--- src/rtl/ctm_pkg.sv ---
// Shared types and constants for the counter/time map table.
package ctm_pkg;

    localparam int DEPTH            = 128;
    localparam int AW               = 7;
    localparam int CW               = 8;
    localparam int QW               = 96;
    localparam int UNITS_SHIFT      = 30;
    localparam int UNITS_PER_SECOND = 1 << UNITS_SHIFT;

    localparam logic [63:0] SIGN_BIT = 64'h8000_0000_0000_0000;

    typedef enum logic [2:0] {
        CMD_ADD    = 3'd0,
        CMD_EXPIRE = 3'd1,
        CMD_C2T    = 3'd2,
        CMD_T2C    = 3'd3,
        CMD_CLEAR  = 3'd4,
        CMD_READ   = 3'd5
    } t_cmd;

    typedef enum logic [2:0] {
        ST_OK        = 3'd0,
        ST_EMPTY     = 3'd1,
        ST_BAD_RATE  = 3'd2,
        ST_NOT_MONO  = 3'd3,
        ST_FULL      = 3'd4,
        ST_BAD_INDEX = 3'd5
    } t_status;

    typedef struct packed {
        logic [63:0] tim;
        logic [63:0] cnt;
        logic [31:0] rate;
    } t_entry;

    typedef struct packed {
        logic          wr_en;
        logic [AW-1:0] wr_addr;
        t_entry        wr_data;
        logic [AW-1:0] rd_addr;
    } t_mem_req;

    typedef struct packed {
        logic        start;
        logic        shr;
        logic [63:0] mag;
        logic [31:0] mul;
        logic [31:0] div;
    } t_md_req;

    typedef struct packed {
        logic          done;
        logic [QW-1:0] quot;
    } t_md_rsp;

endpackage

--- src/rtl/ctm_md.sv ---
// Multiply then divide unit: floor(mag * mul / div) one bit per cycle, or a shift by the time unit.
module ctm_md (
    input  logic             i_clk,
    input  logic             i_rst_n,
    input  ctm_pkg::t_md_req i_req,
    output ctm_pkg::t_md_rsp o_rsp
);

    typedef enum logic [2:0] {S_IDLE, S_LO, S_HI, S_SUM, S_DIV} t_state;

    t_state                   r_state;
    logic                     r_shr;
    logic [63:0]              r_mag;
    logic [31:0]              r_mul;
    logic [31:0]              r_div;
    logic [63:0]              r_p0;
    logic [63:0]              r_p1;
    logic [ctm_pkg::QW-1:0]   r_dq;
    logic [31:0]              r_rem;
    logic [6:0]               r_step;
    logic                     r_done;

    logic [31:0]            w_a;
    logic [63:0]            w_prod;
    logic [ctm_pkg::QW-1:0] w_sum;
    logic [32:0]            w_trial;
    logic [32:0]            w_sub;
    logic                   w_ge;

    always_comb begin
        w_a     = (r_state == S_LO) ? r_mag[31:0] : r_mag[63:32];
        w_prod  = {32'd0, w_a} * {32'd0, r_mul};
        w_sum   = {32'd0, r_p0} + {r_p1, 32'd0};
        w_trial = {r_rem, r_dq[ctm_pkg::QW-1]};
        w_ge    = w_trial >= {1'b0, r_div};
        w_sub   = w_trial - {1'b0, r_div};
    end

    always_ff @(posedge i_clk) begin
        r_done <= 1'b0;
        if (!i_rst_n) begin
            r_state <= S_IDLE;
        end else begin
            case (r_state)
                S_IDLE: begin
                    if (i_req.start) begin
                        r_shr   <= i_req.shr;
                        r_mag   <= i_req.mag;
                        r_mul   <= i_req.mul;
                        r_div   <= i_req.div;
                        r_state <= S_LO;
                    end
                end
                S_LO: begin
                    r_p0    <= w_prod;
                    r_state <= S_HI;
                end
                S_HI: begin
                    r_p1    <= w_prod;
                    r_state <= S_SUM;
                end
                S_SUM: begin
                    if (r_shr) begin
                        r_dq    <= w_sum >> ctm_pkg::UNITS_SHIFT;
                        r_done  <= 1'b1;
                        r_state <= S_IDLE;
                    end else begin
                        r_dq    <= w_sum;
                        r_rem   <= 32'd0;
                        r_step  <= 7'd0;
                        r_state <= S_DIV;
                    end
                end
                S_DIV: begin
                    r_rem  <= w_ge ? w_sub[31:0] : w_trial[31:0];
                    r_dq   <= {r_dq[ctm_pkg::QW-2:0], w_ge};
                    r_step <= r_step + 7'd1;
                    if (r_step == 7'(ctm_pkg::QW - 1)) begin
                        r_done  <= 1'b1;
                        r_state <= S_IDLE;
                    end
                end
                default: r_state <= S_IDLE;
            endcase
        end
    end

    assign o_rsp.done = r_done;
    assign o_rsp.quot = r_dq;

endmodule

--- config.mk ---
export PLATFORM = sky130hd
export DESIGN_NAME = ctm_md
export DESIGN_NICKNAME = d
export VERILOG_FILES = /design/src/rtl/ctm_pkg.sv /design/src/rtl/ctm_md.sv
export SDC_FILE = /design/constraint.sdc
export NUM_CORES = 2
export LEC_CHECK = 0
export BUFFER_PORTS_ARGS = -buffer_cell sky130_fd_sc_hd__buf_2
export CAP_MARGIN = 10
export CORE_MARGIN = 8
export CORE_UTILIZATION = 55
export DETAILED_ROUTE_END_ITERATION = 6
export PLACE_DENSITY = 0.72
export SLEW_MARGIN = 20
export SYNTH_ARGS = -nofsm -noshare
export SYNTH_HDL_FRONTEND = slang
export SYNTH_SLANG_ARGS = --single-unit
--- constraint.sdc ---
create_clock -name i_clk -period 27.1 [get_ports i_clk]
set_input_delay 6.775 -clock i_clk [delete_from_list [all_inputs] [get_ports i_clk]]
set_output_delay 6.775 -clock i_clk [all_outputs]
set_load 0.05 [all_outputs]
==> impl_metrics.tcl <==
set metrics [dict create \
    postPlaceCellArea_sq_um 55100 \
    cp-start-kind "register" \
    hpwl_microns 108000 \
    fp.coreArea_sq_um 96100 \
    synth-seq-cells 396 \
    finalCritPeriodShare 0.364 \
    ys_types 87 \
    drc 0 \
    netlist_instances 5335 \
    fin_crit_ns 9.88 \
    maxSlewHeadroom 0.257 \
    crit_type "register to register" \
    wirelength_microns 144000 \
    grt_pass1_vias 41000 \
    holdCritPathClass "register to register" \
    syn-mean-instance-area_sq_um 9.95 \
    crit_arrival_ns 10.18 \
    viasPerCell 5.79 \
    cts_made_buffers 44 \
    cp_max_fo 32 \
    drive_above_1_share 0.0803 \
    max-cap-violations 0 \
    cts_resized 0 \
    rows 114 \
    worstSetupEndpointType "register" \
    cts_tree "built" \
    antenna_found_initial 1 \
    routabilityCongestion 0.945 \
    grt_max_degree 92 \
    cp_common_cell "fa_1" \
    clk_pin_slew_ns 0.07 \
    async_flop_share 0 \
    ys_warn_count 0 \
    synthesis.nets 6693 \
    h-tree-depth 2 \
    cts_hold_buf 0 \
    dr.pass1.iters 6 \
    design_area_sq_um 56600 \
    required_ns 27.41 \
    syn_area_sq_um 53100 \
    finalNetCount 6726 \
    start_util 0.552 \
    cp_num_buf_inv 4 \
    critPathMaxStageDelay_ns 0.96 \
    crit_slowest_cell "mux2_2" \
    timing.fmax_ghz 0.101 \
    track_usage 0.271 \
    portBuffers 228 \
    synth_edf_count 392 \
    worst_pin_slew_ns 1.10 \
    antenna_cells 0 \
    area_growth_pct 6.63 \
    root_buffer "clkbuf_16" \
    insertion_delay_ns 0.63 \
    die_h_microns 327 \
    clockBufferDepth 3 \
    finalSetupViolCount 0 \
    final_cell_mix "inv_1, fa_1, nand2_1, and2_1, edfxtp_1" \
    slew_viol_final 0 \
    die_w_microns 327 \
    wl_per_cell_microns 21.6 \
    hold_viol 0 \
    vias 38700 \
    final_common_cell "inv_1" \
    status "complete, no violations" \
    cp_top_family "adder cells" \
    grt_pass1_wl_microns 230000 \
    rsz0062_at_grt "no" \
    antenna_left 0 \
    yosysSeqAreaShare 0.223 \
    tns_ns 0 \
    io_pins 229 \
    grt-ovfl-total 0 \
    fin_util 0.589 \
    drt_first_iter_violations 2965 \
    synthFlopType "edfxtp_1" \
    cts_setup_buffers 0 \
    die-area_sq_um 107000 \
    fin_skew_ns 0.0329 \
    clock-sinks 396 \
]
## cells by family after synthesis
kind of cell / count (synthesis) / synth area share
flip-flops: 396 / 0.223
XOR/XNOR: 135 / 0.0223
multiplexers: 76 / 0.0151
adder cells (fa/ha/maj): 1226 / 0.416
buffers and inverters: 1241 / 0.0887
AND/OR/NAND/NOR: 1666 / 0.158
AO/OA/AOI/OAI: 595 / 0.0765
## stage by stage
stage	setup WS [ns]	instances	hold WS (ns)
detailed placement	17.45	6598	0.537
global route	16.90	6679	0.576
CTS	17.40	6679	0.536
floorplan	6.10	5335	0.533
finish	17.22	6679	0.524
global placement	17.55	6598	0.530
## Yosys cell counts, types with 19 or more instances
cell type	number	area (sq um)
a211oi_1	29	218
a21o_1	75	563
a21oi_1	165	826
a22oi_1	23	173
a31oi_1	24	150
and2_1	597	3730
and3_1	54	338
buf_2	19	95.1
clkbuf_1	263	987
edfxtp_1	392	11800
fa_1	898	18000
ha_1	328	4100
inv_1	945	3550
mux2_2	34	383
mux2i_1	42	420
nand2_1	679	2550
nand3_1	65	325
nand4_1	32	200
nor2_1	101	379
nor2b_1	21	131
nor3_1	50	250
o21a_1	21	158
o21ai_0	94	470
o21bai_1	24	180
o31ai_1	21	158
xnor2_1	92	806
xor2_1	43	377
## layout make-up
class	count	area, sq um
Clock inverter	33	394
Tap cell	1276	1600
Timing Repair Buffer	282	1550
Multi-Input combinational cell	3698	36600
Fill cell	8161	39500
Sequential cell	396	11900
Inverter	946	3550
Clock buffer	48	1120
## sequential cells by signal, summed over array words and instances (netlist names)
name / count
r_div: 32
r_step: 7
r_p0: 64
r_state: 3
r_dq: 96
r_rem: 32
r_p1: 64
r_shr: 1
r_done: 1
r_mul: 32
r_mag: 64
## path summary, 6_finish.rpt
path / startpoint / to / slack, ns / cells after the start
worst max-delay path: r_state[2]$_SDFFE_PN0P_ / r_p0[63]$_DFFE_PP_ / 17.22 / 25
worst min-delay path: r_dq[26]$_DFFE_PP_ / r_dq[27]$_DFFE_PP_ / 0.52 / 2
worst max register to register: r_state[2]$_SDFFE_PN0P_ / r_p0[63]$_DFFE_PP_ / 17.22 / 25
worst min register to register: r_dq[26]$_DFFE_PP_ / r_dq[27]$_DFFE_PP_ / 0.52 / 2
## tightest hold or removal path, cell delays in order (launching register included)
cell	delay (ns)
edfxtp_1	0.33
nand2_1	0.05
o21ai_0	0.06
## per-layer routing
metal,share of wire,global-route usage
met5,0,0
met4,0.051,0.120
met3,0.082,0.0433
met2,0.48,0.453
met1,0.39,0.347
Power is left out: the tool's default activity adds up to more than one toggle a clock period on the data nets, which glitch-free logic cannot reach.
